File: src/hdl/assert_macros.svh
// ----------------------------------------------------------------------------
// Assertion macros
// Concurrent assertion wrappers shared by the bounded fraction block.
// ----------------------------------------------------------------------------
`ifndef ASSERT_MACROS_SVH
`define ASSERT_MACROS_SVH

`ifndef SYNTHESIS
// property must hold at each rising clock edge outside reset
`define BDF_ASSERT(lbl, clk, rst_n, prop, msg) \
    lbl: assert property (@(posedge clk) disable iff (!rst_n) (prop)) else $error(msg);
// expression must never be true outside reset
`define BDF_NEVER(lbl, clk, rst_n, expr, msg) \
    lbl: assert property (@(posedge clk) disable iff (!rst_n) !(expr)) else $error(msg);
`else
`define BDF_ASSERT(lbl, clk, rst_n, prop, msg)
`define BDF_NEVER(lbl, clk, rst_n, expr, msg)
`endif

`endif

File: src/hdl/bdf_pkg.sv
// ----------------------------------------------------------------------------
// bdf_pkg
// Types and constants for the bounded denominator fraction block.
// ----------------------------------------------------------------------------
package bdf_pkg;

    // fixed field widths
    localparam int WHOLE_W   = 32;
    localparam int FRAC_IN_W = 48;
    localparam int NUM_W     = 48;
    localparam int DEN_OUT_W = 16;
    localparam int CFG_W     = 16;
    localparam int DEN_RESET = 9999;

    // register indexes
    localparam logic [1:0] REG_MAX_DEN = 2'd0;
    localparam logic [1:0] REG_MODE    = 2'd1;
    localparam logic [1:0] REG_FORM    = 2'd2;

    // denominator modes
    localparam logic [1:0] MODE_ANY   = 2'd0;
    localparam logic [1:0] MODE_FIXED = 2'd1;

    // sign codes
    localparam logic [1:0] SIGN_ZERO = 2'd0;
    localparam logic [1:0] SIGN_POS  = 2'd1;
    localparam logic [1:0] SIGN_NEG  = 2'd2;

    // relation codes
    localparam logic [1:0] REL_EQ    = 2'd0;
    localparam logic [1:0] REL_BELOW = 2'd1;
    localparam logic [1:0] REL_ABOVE = 2'd2;

    typedef enum logic {ALU_MUL, ALU_REM} t_alu_op;

    typedef struct packed {
        logic    start;
        t_alu_op op;
    } t_alu_ctl;

    typedef struct packed {
        logic busy;
        logic done;
    } t_alu_sts;

endpackage

File: src/hdl/bdf_in_if.sv
// ----------------------------------------------------------------------------
// bdf_in_if
// Request channel: sign, integer part and binary fraction of one value.
// ----------------------------------------------------------------------------
interface bdf_in_if;
    logic        valid;
    logic        ready;
    logic        negative;
    logic [31:0] whole_part;
    logic [47:0] fraction_bits;

    modport source (output valid, output negative, output whole_part,
                    output fraction_bits, input ready);
    modport sink   (input valid, input negative, input whole_part,
                    input fraction_bits, output ready);
endinterface

File: src/hdl/bdf_out_if.sv
// ----------------------------------------------------------------------------
// bdf_out_if
// Result channel: sign, integer part, fraction and its relation to the value.
// ----------------------------------------------------------------------------
interface bdf_out_if;
    logic        valid;
    logic        ready;
    logic [1:0]  sign_code;
    logic [31:0] integer_out;
    logic [47:0] numerator;
    logic [15:0] denominator;
    logic [1:0]  relation;

    modport source (output valid, output sign_code, output integer_out,
                    output numerator, output denominator, output relation,
                    input ready);
    modport sink   (input valid, input sign_code, input integer_out,
                    input numerator, input denominator, input relation,
                    output ready);
endinterface

File: src/hdl/bdf_alu.sv
// ----------------------------------------------------------------------------
// bdf_alu
// Shared serial unit: shift-add multiply or restoring remainder, one bit
// of the DW-bit operand per cycle.
// ----------------------------------------------------------------------------
`include "assert_macros.svh"

module bdf_alu import bdf_pkg::*; #(
    parameter int AW = 65,
    parameter int DW = 16
) (
    input  logic             i_clk,
    input  logic             i_rst_n,
    input  t_alu_ctl         i_ctl,
    input  logic [AW-1:0]    i_a,
    input  logic [DW-1:0]    i_b,
    output t_alu_sts         o_sts,
    output logic [AW+DW-1:0] o_prod,
    output logic [DW-1:0]    o_rem
);

    localparam int CW = $clog2(DW + 1);

    logic             r_busy;
    logic             r_done;
    t_alu_op          r_op;
    logic [CW-1:0]    r_cnt;
    logic [AW+DW-1:0] r_acc;
    logic [AW+DW-1:0] r_mcand;
    logic [DW-1:0]    r_shreg;
    logic [DW-1:0]    r_div;
    logic [DW-1:0]    r_rem;
    logic [DW:0]      w_trial;

    // next partial remainder with the next dividend bit brought in
    assign w_trial = {r_rem, r_shreg[DW-1]};

    always_ff @(posedge i_clk) begin
        if (!i_rst_n) begin
            r_busy <= 1'b0;
            r_done <= 1'b0;
            r_cnt  <= '0;
        end else begin
            r_done <= 1'b0;
            if (i_ctl.start) begin
                r_busy  <= 1'b1;
                r_cnt   <= CW'(DW);
                r_op    <= i_ctl.op;
                r_acc   <= '0;
                r_mcand <= (AW+DW)'(i_a);
                r_rem   <= '0;
                r_div   <= i_b;
                r_shreg <= (i_ctl.op == ALU_MUL) ? i_b : i_a[DW-1:0];
            end else if (r_busy) begin
                case (r_op)
                    ALU_MUL: begin
                        if (r_shreg[0]) begin
                            r_acc <= r_acc + r_mcand;
                        end
                        r_mcand <= r_mcand << 1;
                        r_shreg <= r_shreg >> 1;
                    end
                    ALU_REM: begin
                        if (w_trial >= {1'b0, r_div}) begin
                            r_rem <= DW'(w_trial - {1'b0, r_div});
                        end else begin
                            r_rem <= w_trial[DW-1:0];
                        end
                        r_shreg <= r_shreg << 1;
                    end
                    default: begin
                        r_shreg <= r_shreg;
                    end
                endcase
                r_cnt <= r_cnt - 1'b1;
                if (r_cnt == CW'(1)) begin
                    r_busy <= 1'b0;
                    r_done <= 1'b1;
                end
            end
        end
    end

    assign o_sts.busy = r_busy;
    assign o_sts.done = r_done;
    assign o_prod     = r_acc;
    assign o_rem      = r_rem;

    `BDF_NEVER(a_start_busy, i_clk, i_rst_n, i_ctl.start && r_busy, "alu started while busy")
    `BDF_ASSERT(a_done_after_busy, i_clk, i_rst_n, r_done |-> $past(r_busy), "done without run")
    `BDF_NEVER(a_busy_and_done, i_clk, i_rst_n, r_busy && r_done, "busy and done together")

endmodule

File: src/hdl/bounded_denominator_fraction.sv
// ----------------------------------------------------------------------------
// bounded_denominator_fraction
// Best fraction with bounded denominator for a signed fixed-point value:
// mediant search, fixed denominator, or best divisor of the maximum.
// ----------------------------------------------------------------------------
//  channel | dir | handshake     | payload
//  i_in    | in  | valid / ready | negative, whole_part, fraction_bits
//  o_out   | out | valid / ready | sign_code, integer_out, numerator,
//          |     |               | denominator, relation
//  i_cfg_* | in  | write enable  | index, data
//
// One request at a time; ready only in idle. Mediant search: one tree step
// per cycle (up to max_denominator steps), then, unless a mediant is exact,
// a compare of the two bounding candidates by serial multiplies. Fixed mode:
// one serial multiply. Divisor mode: one serial remainder per candidate, plus
// a compare for each divisor after the first. Improper form adds a serial
// multiply. Reset is synchronous; a held result does not block intake.
// ----------------------------------------------------------------------------
`include "assert_macros.svh"

module bounded_denominator_fraction import bdf_pkg::*; #(
    parameter int FRAC_BITS = 48,
    parameter int DEN_BITS  = 16
) (
    input  logic             i_clk,
    input  logic             i_rst_n,
    input  logic             i_cfg_we,
    input  logic [1:0]       i_cfg_idx,
    input  logic [CFG_W-1:0] i_cfg_data,
    bdf_in_if.sink           i_in,
    bdf_out_if.source        o_out
);

    localparam int F  = FRAC_BITS;
    localparam int D  = DEN_BITS;
    localparam int KW = D + 1;
    localparam int PW = F + D + 1;
    localparam int AW = (PW > WHOLE_W) ? PW : WHOLE_W;
    localparam int MW = AW + D;
    localparam int TOP_INT = (1 << D) - 1;
    localparam int RST_DEN = (DEN_RESET > TOP_INT) ? TOP_INT : DEN_RESET;
    localparam logic [CFG_W-1:0] TOP16 =
        (D >= CFG_W) ? {CFG_W{1'b1}} : CFG_W'(TOP_INT);
    localparam logic [PW:0] HALF = (PW+1)'(1) << (F - 1);

    typedef enum logic [3:0] {
        S_IDLE, S_M0_STEP, S_CL_ERR, S_CL_MUL1, S_CL_WAIT1, S_CL_MUL2,
        S_CL_WAIT2, S_M1_MUL, S_M1_WAIT, S_M2_REM, S_M2_WAIT, S_M2_NEXT,
        S_REL, S_FOLD_MUL, S_FOLD_WAIT, S_DONE
    } t_state;

    // configuration
    logic [D-1:0] r_max;
    logic [1:0]   r_mode;
    logic         r_proper;

    // request
    t_state           r_state;
    logic             r_neg;
    logic             r_zero;
    logic [WHOLE_W-1:0] r_whole;
    logic [F-1:0]     r_fr;

    // tree bounds a/b and c/d with fr*b and fr*d
    logic [KW-1:0] r_a, r_b, r_c, r_d;
    logic [PW-1:0] r_pb, r_pd;

    // candidate 1 and best/candidate 2: numerator, denominator, fr*den
    logic [KW-1:0] r_n1, r_n2;
    logic [D-1:0]  r_k1, r_k2;
    logic [PW-1:0] r_p1, r_p2;
    logic [PW-1:0] r_e1, r_e2;
    logic [MW-1:0] r_prod1;

    // divisor scan
    logic [KW-1:0] r_i;
    logic [PW-1:0] r_pi;
    logic          r_have;

    logic [1:0]       r_rel;
    logic [NUM_W-1:0] r_num;

    // output register
    logic               r_ovalid;
    logic [1:0]         r_osign;
    logic [WHOLE_W-1:0] r_oint;
    logic [NUM_W-1:0]   r_onum;
    logic [DEN_OUT_W-1:0] r_oden;
    logic [1:0]         r_orel;

    // combinational
    logic [F+FRAC_IN_W-1:0] w_fr_ext;
    logic [F-1:0]       w_fr_in;
    logic [CFG_W-1:0]   w_cfg_den;
    logic [KW-1:0]      w_med_n, w_med_k;
    logic [PW-1:0]      w_med_p, w_med_lhs, w_lhs1, w_lhs2, w_rel_lhs;
    logic               w_in_loop;
    logic               w_take;
    logic               w_load;
    t_alu_ctl           w_alu_ctl;
    t_alu_sts           w_alu_sts;
    logic [AW-1:0]      w_alu_a;
    logic [D-1:0]       w_alu_b;
    logic [MW-1:0]      w_prod;
    logic [D-1:0]       w_rem;
    logic [MW+NUM_W-1:0] w_prod_ext;
    logic [D+DEN_OUT_W-1:0] w_den_ext;

    // round half up of p / 2^F
    function automatic logic [KW-1:0] f_round(input logic [PW-1:0] p);
        logic [PW:0] s;
        s = {1'b0, p} + HALF;
        return s[F+KW-1:F];
    endfunction

    // fraction bits above F are dropped
    assign w_fr_ext = {{F{1'b0}}, i_in.fraction_bits};
    assign w_fr_in  = w_fr_ext[F-1:0];

    // clamp written maximum to [2, 2^D-1]
    always_comb begin
        w_cfg_den = i_cfg_data;
        if (w_cfg_den < CFG_W'(2)) begin
            w_cfg_den = CFG_W'(2);
        end else if (w_cfg_den > TOP16) begin
            w_cfg_den = TOP16;
        end
    end

    // mediant and its comparison terms
    assign w_med_n   = r_a + r_c;
    assign w_med_k   = r_b + r_d;
    assign w_med_p   = r_pb + r_pd;
    assign w_med_lhs = {w_med_n, {F{1'b0}}};
    assign w_in_loop = (r_b <= {1'b0, r_max}) && (r_d <= {1'b0, r_max});
    assign w_lhs1    = {r_n1, {F{1'b0}}};
    assign w_lhs2    = {r_n2, {F{1'b0}}};
    assign w_rel_lhs = w_lhs2;

    assign w_take     = r_ovalid && o_out.ready;
    assign w_load     = (r_state == S_DONE) && (!r_ovalid || o_out.ready);
    assign w_prod_ext = {{NUM_W{1'b0}}, w_prod};
    assign w_den_ext  = {{DEN_OUT_W{1'b0}}, r_k2};

    // operand select for the shared unit
    always_comb begin
        w_alu_ctl.start = 1'b0;
        w_alu_ctl.op    = ALU_MUL;
        w_alu_a         = '0;
        w_alu_b         = '0;
        case (r_state)
            S_CL_MUL1: begin
                w_alu_ctl.start = 1'b1;
                w_alu_a         = AW'(r_e1);
                w_alu_b         = r_k2;
            end
            S_CL_MUL2: begin
                w_alu_ctl.start = 1'b1;
                w_alu_a         = AW'(r_e2);
                w_alu_b         = r_k1;
            end
            S_M1_MUL: begin
                w_alu_ctl.start = 1'b1;
                w_alu_a         = AW'(r_fr);
                w_alu_b         = r_max;
            end
            S_M2_REM: begin
                w_alu_ctl.start = 1'b1;
                w_alu_ctl.op    = ALU_REM;
                w_alu_a         = AW'(r_max);
                w_alu_b         = r_i[D-1:0];
            end
            S_FOLD_MUL: begin
                w_alu_ctl.start = 1'b1;
                w_alu_a         = AW'(r_whole);
                w_alu_b         = r_k2;
            end
            default: begin
                w_alu_ctl.start = 1'b0;
            end
        endcase
    end

    bdf_alu #(.AW(AW), .DW(D)) u_alu (
        .i_clk   (i_clk),
        .i_rst_n (i_rst_n),
        .i_ctl   (w_alu_ctl),
        .i_a     (w_alu_a),
        .i_b     (w_alu_b),
        .o_sts   (w_alu_sts),
        .o_prod  (w_prod),
        .o_rem   (w_rem)
    );

    // configuration registers
    always_ff @(posedge i_clk) begin
        if (!i_rst_n) begin
            r_max    <= D'(RST_DEN);
            r_mode   <= MODE_ANY;
            r_proper <= 1'b1;
        end else if (i_cfg_we) begin
            case (i_cfg_idx)
                REG_MAX_DEN: r_max    <= D'(w_cfg_den);
                REG_MODE:    r_mode   <= i_cfg_data[1:0];
                REG_FORM:    r_proper <= i_cfg_data[0];
                default:     r_proper <= r_proper;
            endcase
        end
    end

    // sequencer
    always_ff @(posedge i_clk) begin
        if (!i_rst_n) begin
            r_state  <= S_IDLE;
            r_ovalid <= 1'b0;
        end else begin
            if (w_load) begin
                r_ovalid <= 1'b1;
            end else if (w_take) begin
                r_ovalid <= 1'b0;
            end
            case (r_state)
                S_IDLE: begin
                    if (i_in.valid) begin
                        r_neg   <= i_in.negative;
                        r_whole <= i_in.whole_part;
                        r_fr    <= w_fr_in;
                        r_zero  <= (i_in.whole_part == '0) && (w_fr_in == '0);
                        if (i_in.whole_part == '0 && w_fr_in == '0) begin
                            r_num   <= '0;
                            r_n2    <= '0;
                            r_k2    <= D'(1);
                            r_rel   <= REL_EQ;
                            r_state <= S_DONE;
                        end else if (r_mode == MODE_ANY) begin
                            r_a     <= '0;
                            r_b     <= KW'(1);
                            r_c     <= KW'(1);
                            r_d     <= KW'(1);
                            r_pb    <= PW'(w_fr_in);
                            r_pd    <= PW'(w_fr_in);
                            r_state <= S_M0_STEP;
                        end else if (r_mode == MODE_FIXED) begin
                            r_state <= S_M1_MUL;
                        end else begin
                            r_i     <= KW'(1);
                            r_pi    <= PW'(w_fr_in);
                            r_have  <= 1'b0;
                            r_state <= S_M2_REM;
                        end
                    end
                end
                // one Stern-Brocot step per cycle
                S_M0_STEP: begin
                    if (w_in_loop) begin
                        r_n1 <= r_c;
                        r_k1 <= r_d[D-1:0];
                        r_p1 <= r_pd;
                        if (w_med_lhs == w_med_p) begin
                            if (w_med_k <= {1'b0, r_max}) begin
                                r_n2 <= w_med_n;
                                r_k2 <= w_med_k[D-1:0];
                                r_p2 <= w_med_p;
                            end else if (r_d > r_b) begin
                                r_n2 <= r_c;
                                r_k2 <= r_d[D-1:0];
                                r_p2 <= r_pd;
                            end else begin
                                r_n2 <= r_a;
                                r_k2 <= r_b[D-1:0];
                                r_p2 <= r_pb;
                            end
                            r_state <= S_REL;
                        end else begin
                            r_n2 <= r_a;
                            r_k2 <= r_b[D-1:0];
                            r_p2 <= r_pb;
                            if (w_med_lhs < w_med_p) begin
                                r_a  <= w_med_n;
                                r_b  <= w_med_k;
                                r_pb <= w_med_p;
                            end else begin
                                r_c  <= w_med_n;
                                r_d  <= w_med_k;
                                r_pd <= w_med_p;
                            end
                        end
                    end else begin
                        r_state <= S_CL_ERR;
                    end
                end
                // absolute errors of both candidates, scaled by 2^F times their denominator
                S_CL_ERR: begin
                    r_e1    <= (r_p1 >= w_lhs1) ? r_p1 - w_lhs1 : w_lhs1 - r_p1;
                    r_e2    <= (r_p2 >= w_lhs2) ? r_p2 - w_lhs2 : w_lhs2 - r_p2;
                    r_state <= S_CL_MUL1;
                end
                S_CL_MUL1: r_state <= S_CL_WAIT1;
                S_CL_WAIT1: begin
                    if (w_alu_sts.done) begin
                        r_prod1 <= w_prod;
                        r_state <= S_CL_MUL2;
                    end
                end
                S_CL_MUL2: r_state <= S_CL_WAIT2;
                // candidate 1 strictly closer replaces candidate 2
                S_CL_WAIT2: begin
                    if (w_alu_sts.done) begin
                        if (r_prod1 < w_prod) begin
                            r_n2 <= r_n1;
                            r_k2 <= r_k1;
                            r_p2 <= r_p1;
                        end
                        r_state <= (r_mode == MODE_ANY) ? S_REL : S_M2_NEXT;
                    end
                end
                S_M1_MUL: r_state <= S_M1_WAIT;
                S_M1_WAIT: begin
                    if (w_alu_sts.done) begin
                        r_n2    <= f_round(w_prod[PW-1:0]);
                        r_k2    <= r_max;
                        r_p2    <= w_prod[PW-1:0];
                        r_state <= S_REL;
                    end
                end
                S_M2_REM: r_state <= S_M2_WAIT;
                // divisor found: first one is taken, later ones compared
                S_M2_WAIT: begin
                    if (w_alu_sts.done) begin
                        if (w_rem == '0) begin
                            r_n1 <= f_round(r_pi);
                            r_k1 <= r_i[D-1:0];
                            r_p1 <= r_pi;
                            if (!r_have) begin
                                r_have  <= 1'b1;
                                r_n2    <= f_round(r_pi);
                                r_k2    <= r_i[D-1:0];
                                r_p2    <= r_pi;
                                r_state <= S_M2_NEXT;
                            end else begin
                                r_state <= S_CL_ERR;
                            end
                        end else begin
                            r_state <= S_M2_NEXT;
                        end
                    end
                end
                S_M2_NEXT: begin
                    if (r_i == {1'b0, r_max}) begin
                        r_state <= S_REL;
                    end else begin
                        r_i     <= r_i + 1'b1;
                        r_pi    <= r_pi + PW'(r_fr);
                        r_state <= S_M2_REM;
                    end
                end
                // compare chosen fraction with the value
                S_REL: begin
                    r_num <= NUM_W'(r_n2);
                    if (w_rel_lhs == r_p2) begin
                        r_rel <= REL_EQ;
                    end else if ((w_rel_lhs < r_p2) != r_neg) begin
                        r_rel <= REL_BELOW;
                    end else begin
                        r_rel <= REL_ABOVE;
                    end
                    r_state <= r_proper ? S_DONE : S_FOLD_MUL;
                end
                S_FOLD_MUL: r_state <= S_FOLD_WAIT;
                S_FOLD_WAIT: begin
                    if (w_alu_sts.done) begin
                        r_num   <= r_num + w_prod_ext[NUM_W-1:0];
                        r_state <= S_DONE;
                    end
                end
                S_DONE: begin
                    if (w_load) begin
                        r_osign  <= r_zero ? SIGN_ZERO : (r_neg ? SIGN_NEG : SIGN_POS);
                        r_oint   <= (r_zero || !r_proper) ? '0 : r_whole;
                        r_onum   <= r_num;
                        r_oden   <= w_den_ext[DEN_OUT_W-1:0];
                        r_orel   <= r_rel;
                        r_state  <= S_IDLE;
                    end
                end
                default: r_state <= S_IDLE;
            endcase
        end
    end

    assign i_in.ready        = (r_state == S_IDLE);
    assign o_out.valid       = r_ovalid;
    assign o_out.sign_code   = r_osign;
    assign o_out.integer_out = r_oint;
    assign o_out.numerator   = r_onum;
    assign o_out.denominator = r_oden;
    assign o_out.relation    = r_orel;

    `BDF_ASSERT(a_one_at_a_time, i_clk, i_rst_n, (i_in.valid && i_in.ready) |=> !i_in.ready, "request taken while busy")
    `BDF_NEVER(a_den_nonzero, i_clk, i_rst_n, o_out.valid && (o_out.denominator == '0), "zero denominator")
    `BDF_NEVER(a_zero_result, i_clk, i_rst_n, o_out.valid && (o_out.sign_code == SIGN_ZERO) && (o_out.numerator != '0), "zero value with numerator")
    `BDF_NEVER(a_alu_overlap, i_clk, i_rst_n, w_alu_ctl.start && w_alu_sts.busy, "shared unit restarted")

endmodule
File: src/flat_wrapper.sv
// flat-port wrapper written by rule: the top's interface ports become plain ports
module bounded_denominator_fraction_flat import bdf_pkg::*;
#(
    parameter int FRAC_BITS = 48,
    parameter int DEN_BITS  = 16
)
  (i_clk, i_rst_n, i_cfg_we, i_cfg_idx, i_cfg_data, i_in_valid, i_in_negative, i_in_whole_part, i_in_fraction_bits, i_in_ready, o_out_valid, o_out_sign_code, o_out_integer_out, o_out_numerator, o_out_denominator, o_out_relation, o_out_ready);
  bdf_in_if i_in_i ();
  bdf_out_if o_out_i ();
  input  logic i_clk;
  input  logic i_rst_n;
  input  logic i_cfg_we;
  input  logic [1:0] i_cfg_idx;
  input  logic [CFG_W-1:0] i_cfg_data;
  input wire logic [$bits(i_in_i.valid)-1:0] i_in_valid;
  input wire logic [$bits(i_in_i.negative)-1:0] i_in_negative;
  input wire logic [$bits(i_in_i.whole_part)-1:0] i_in_whole_part;
  input wire logic [$bits(i_in_i.fraction_bits)-1:0] i_in_fraction_bits;
  output wire logic [$bits(i_in_i.ready)-1:0] i_in_ready;
  output wire logic [$bits(o_out_i.valid)-1:0] o_out_valid;
  output wire logic [$bits(o_out_i.sign_code)-1:0] o_out_sign_code;
  output wire logic [$bits(o_out_i.integer_out)-1:0] o_out_integer_out;
  output wire logic [$bits(o_out_i.numerator)-1:0] o_out_numerator;
  output wire logic [$bits(o_out_i.denominator)-1:0] o_out_denominator;
  output wire logic [$bits(o_out_i.relation)-1:0] o_out_relation;
  input wire logic [$bits(o_out_i.ready)-1:0] o_out_ready;
  assign i_in_i.valid = i_in_valid;
  assign i_in_i.negative = i_in_negative;
  assign i_in_i.whole_part = i_in_whole_part;
  assign i_in_i.fraction_bits = i_in_fraction_bits;
  assign i_in_ready = i_in_i.ready;
  assign o_out_valid = o_out_i.valid;
  assign o_out_sign_code = o_out_i.sign_code;
  assign o_out_integer_out = o_out_i.integer_out;
  assign o_out_numerator = o_out_i.numerator;
  assign o_out_denominator = o_out_i.denominator;
  assign o_out_relation = o_out_i.relation;
  assign o_out_i.ready = o_out_ready;
  bounded_denominator_fraction #(.FRAC_BITS(FRAC_BITS), .DEN_BITS(DEN_BITS)) u_core (.i_clk(i_clk), .i_rst_n(i_rst_n), .i_cfg_we(i_cfg_we), .i_cfg_idx(i_cfg_idx), .i_cfg_data(i_cfg_data), .i_in(i_in_i), .o_out(o_out_i));
endmodule
File: config.mk
export PLATFORM = sky130hd
export DESIGN_NAME = bounded_denominator_fraction_flat
export DESIGN_NICKNAME = d
export VERILOG_FILES = /design/src/hdl/bdf_pkg.sv /design/src/hdl/bdf_in_if.sv /design/src/hdl/bdf_out_if.sv /design/src/hdl/bdf_alu.sv /design/src/hdl/bounded_denominator_fraction.sv /design/src/flat_wrapper.sv
export VERILOG_INCLUDE_DIRS = /design/src /design/src/hdl
export SDC_FILE = /design/constraint.sdc
export NUM_CORES = 2
export LEC_CHECK = 0
export BUFFER_PORTS_ARGS = -buffer_cell sky130_fd_sc_hd__buf_4
export CORE_MARGIN = 2
export CORE_UTILIZATION = 35
export CTS_BUF_LIST = sky130_fd_sc_hd__clkbuf_4
export DETAILED_ROUTE_END_ITERATION = 6
export PLACE_DENSITY_LB_ADDON = 0.25
export SLEW_MARGIN = 20
export SYNTH_ARGS = -nofsm -noshare
export SYNTH_HDL_FRONTEND = slang
export SYNTH_HIERARCHICAL = 1
export SYNTH_SLANG_ARGS = --single-unit
File: constraint.sdc
create_clock -name i_clk -period 24.8 [get_ports i_clk]
set_input_delay 3.72 -clock i_clk [delete_from_list [all_inputs] [get_ports i_clk]]
set_output_delay 3.72 -clock i_clk [all_outputs]
set_load 0.005 [all_outputs]
==> key figures <==
Route
  • DR WL met2: 116 mm
  • Highest metal used: met5
  • Initial DRC Count: 7921
  • TritonRoute pass-1 iters: 7
  • DR vias/cell: 5.81
  • Via count: 61.6k
  • Residual DRC: 28
  • Met3 wire len: 31.6 mm
  • Total wire length: 280 mm
  • DRT met1 WL: 121 mm
  • Avg WL per Cell: 26.4 um
  • DRT antenna net count: 0

Floorplanning
  • Row count: 168
  • CORE AREA: 209000 um2
  • Die area: 214000 um2
  • Top-Level Pins: 206
  • Initial core utilization: 35.2%
  • Die X-Extent: 463 um
  • Die extent in y: 463 um

Global routing
  • Via count of the first global-routing pass: 58.7k
  • Largest net degree at the start of global routing: 179
  • Global-route usage over all layers: 25.3%
  • Antenna violations before repair: 17
  • First-pass GRT wire length: 401 mm
  • GRT overflow: 0

Critical path
  • Crit-path max FO: 59
  • CP max stage delay: 0.62 ns
  • CP Data Required Time: 25.76 ns
  • Setup CP Type: register to register
  • Crit path DAT: 9.78 ns
  • Startpoint class of the critical path: register
  • Worst path slowest cell: or4_4
  • Cell family with most CP delay: simple AND/OR/NAND/NOR gates
  • Setup crit end kind: register
  • Worst path bufs/invs: 3
  • Worst path most repeated cell: nand4_1

Layout
  • Nets: 8190
  • Multi-input gate area: 36700 um2
  • FF/Latch Area: 34600 um2
  • Number of fill cells in the layout: 20.8k
  • Final instance area: 82300 um2
  • Layout Cells excl Fill: 10.6k
  • Final core utilization: 39.3%
  • Most frequent cells in the layout: 1131 x edfxtp_1, 814 x nand2_1, 521 x ha_1, 493 x nor2_1, 485 x clkbuf_4
  • Fraction of layout cells with a size suffix above 1: 12.7%
  • P&R area growth vs syn: 11.7%
  • Most common cell after layout, fill and taps aside: edfxtp_1

Pwr
  • Internal power: 5.27 mW
  • Peak VDD IR: 0.000172 V
  • Sequential Power Share: 32.9%
  • Power Density: 116 nW/um2
  • Clock power frac: 18.9%
  • Sw power: 4.27 mW
  • Leak pwr: 31.8 nW
  • Comb power frac: 48.1%
  • Switching share of power: 44.8%

Clock tree
  • Clock tree from TritonCTS: done
  • Root buf cell: clkbuf_4
  • Postcts setup bufs: 0
  • H-tree Lvls: 5
  • Post-CTS sizing: 0
  • Clock sinks: 1162
  • Worst skew pair latency: 1.42 ns
  • CTS buffer count: 340
  • Reg clk slew, reported paths: 0.07 ns
  • Clock buffer depth: 4
  • # hold bufs at CTS: 0

STA
  • Final min period: 8.82 ns
  • Slew headroom: 15.9%
  • Unrepaired setup endpoints after global routing: false
  • Final setup vio count: 0
  • Final clock skew: 0.132 ns
  • Final setup margin: 15.98 ns
  • Hold Vio Cnt, Final: 0
  • Slew Limit Fails: 0
  • Total Neg Setup Slack: 0 ns
  • Period utilization: 35.6%
  • Worst Tran Pin Value: 1.26 ns
  • Max Clock Freq: 113 MHz

Placement
  • DP Area: 78200 um2
  • Placed insts: 10.0k
  • DP Worst Slack: 15.85 ns
  • RD Place Congestion: 0.958
  • HPWL Detailed: 213 mm
  • IO Port Bufs: 205

Yosys
  • Ys Warns: 6
  • Mapped Nets: 7927
  • Synth Instances: 7293
  • Mapped Area: 73700 um2
  • Syn_area_per_cell: 10.1 um2

Run status
  • Failing checks: DRC
  • Status: finished with violations

Worst hold path
  • Hold Path Class: register to register

Job
  • Max-cap viol count: 0
[routing by layer]
| layer | vias up | GRT usage [%] |
|---|---|---|
| li1 | 28058 | - |
| met4 | 8 | 9.87 |
| met1 | 29906 | 35.9 |
| met2 | 3208 | 36.3 |
| met3 | 462 | 6.73 |
| met5 | - | 0 |
[worst reg2reg max path, delay by kind of cell, from the launching register on]
| kind | cells | cell delay [ns] |
|---|---|---|
| DFF | 1 | 0.42 |
| and+or+nand+nor | 12 | 3.42 |
| AOI/OAI and AO/OA | 8 | 2.20 |
| adders and majority gates | 3 | 1.07 |
| xor gates and xnor gates | 1 | 0.11 |
| buffers and inverters | 3 | 1.12 |
[area by class of cell]
type	instances	area share, %
antenna	15	0.0456
tap	2805	4.26
sequential	1162	42.0
multi-input combinational	5427	44.5
clock buffer	485	4.42
clock inverter	88	0.546
inverter	343	1.57
timing repair buffer	282	2.59
[stage by stage]
| step | total power, mW | hold slack (ns) |
|---|---|---|
| 3_5_place_dp | 7.64 | 0.443 |
| 6_report | 9.54 | 0.438 |
| 4_1_cts | 9.48 | 0.425 |
| 2_1_floorplan | 6.11 | 0.400 |
| 5_1_grt | 10.1 | 0.462 |
| 3_3_place_gp | 7.61 | 0.443 |
[path summary, 6_finish.rpt]
path,from,endpoint,slack (ns),depth (start not counted)
max,u_core/r_pd[0],u_core/r_pd[20],15.98,27
min,u_core/r_k2[14],u_core/o_out.denominator[14],0.44,0
max reg2reg,u_core/r_pd[0],u_core/r_pd[20],15.98,27
min reg2reg,u_core/r_k2[14],u_core/o_out.denominator[14],0.44,0
[power by group through the flow]
stage	combinational (mW)	sequential [mW]	clock, mW
finish	4.59	3.14	1.81
global route	4.99	3.16	1.96
CTS	4.50	3.12	1.86
detailed placement	4.48	3.16	0
global placement	4.47	3.14	0
floorplan	3.13	2.98	0
No activity file was read; power rests on OpenSTA's default activity.
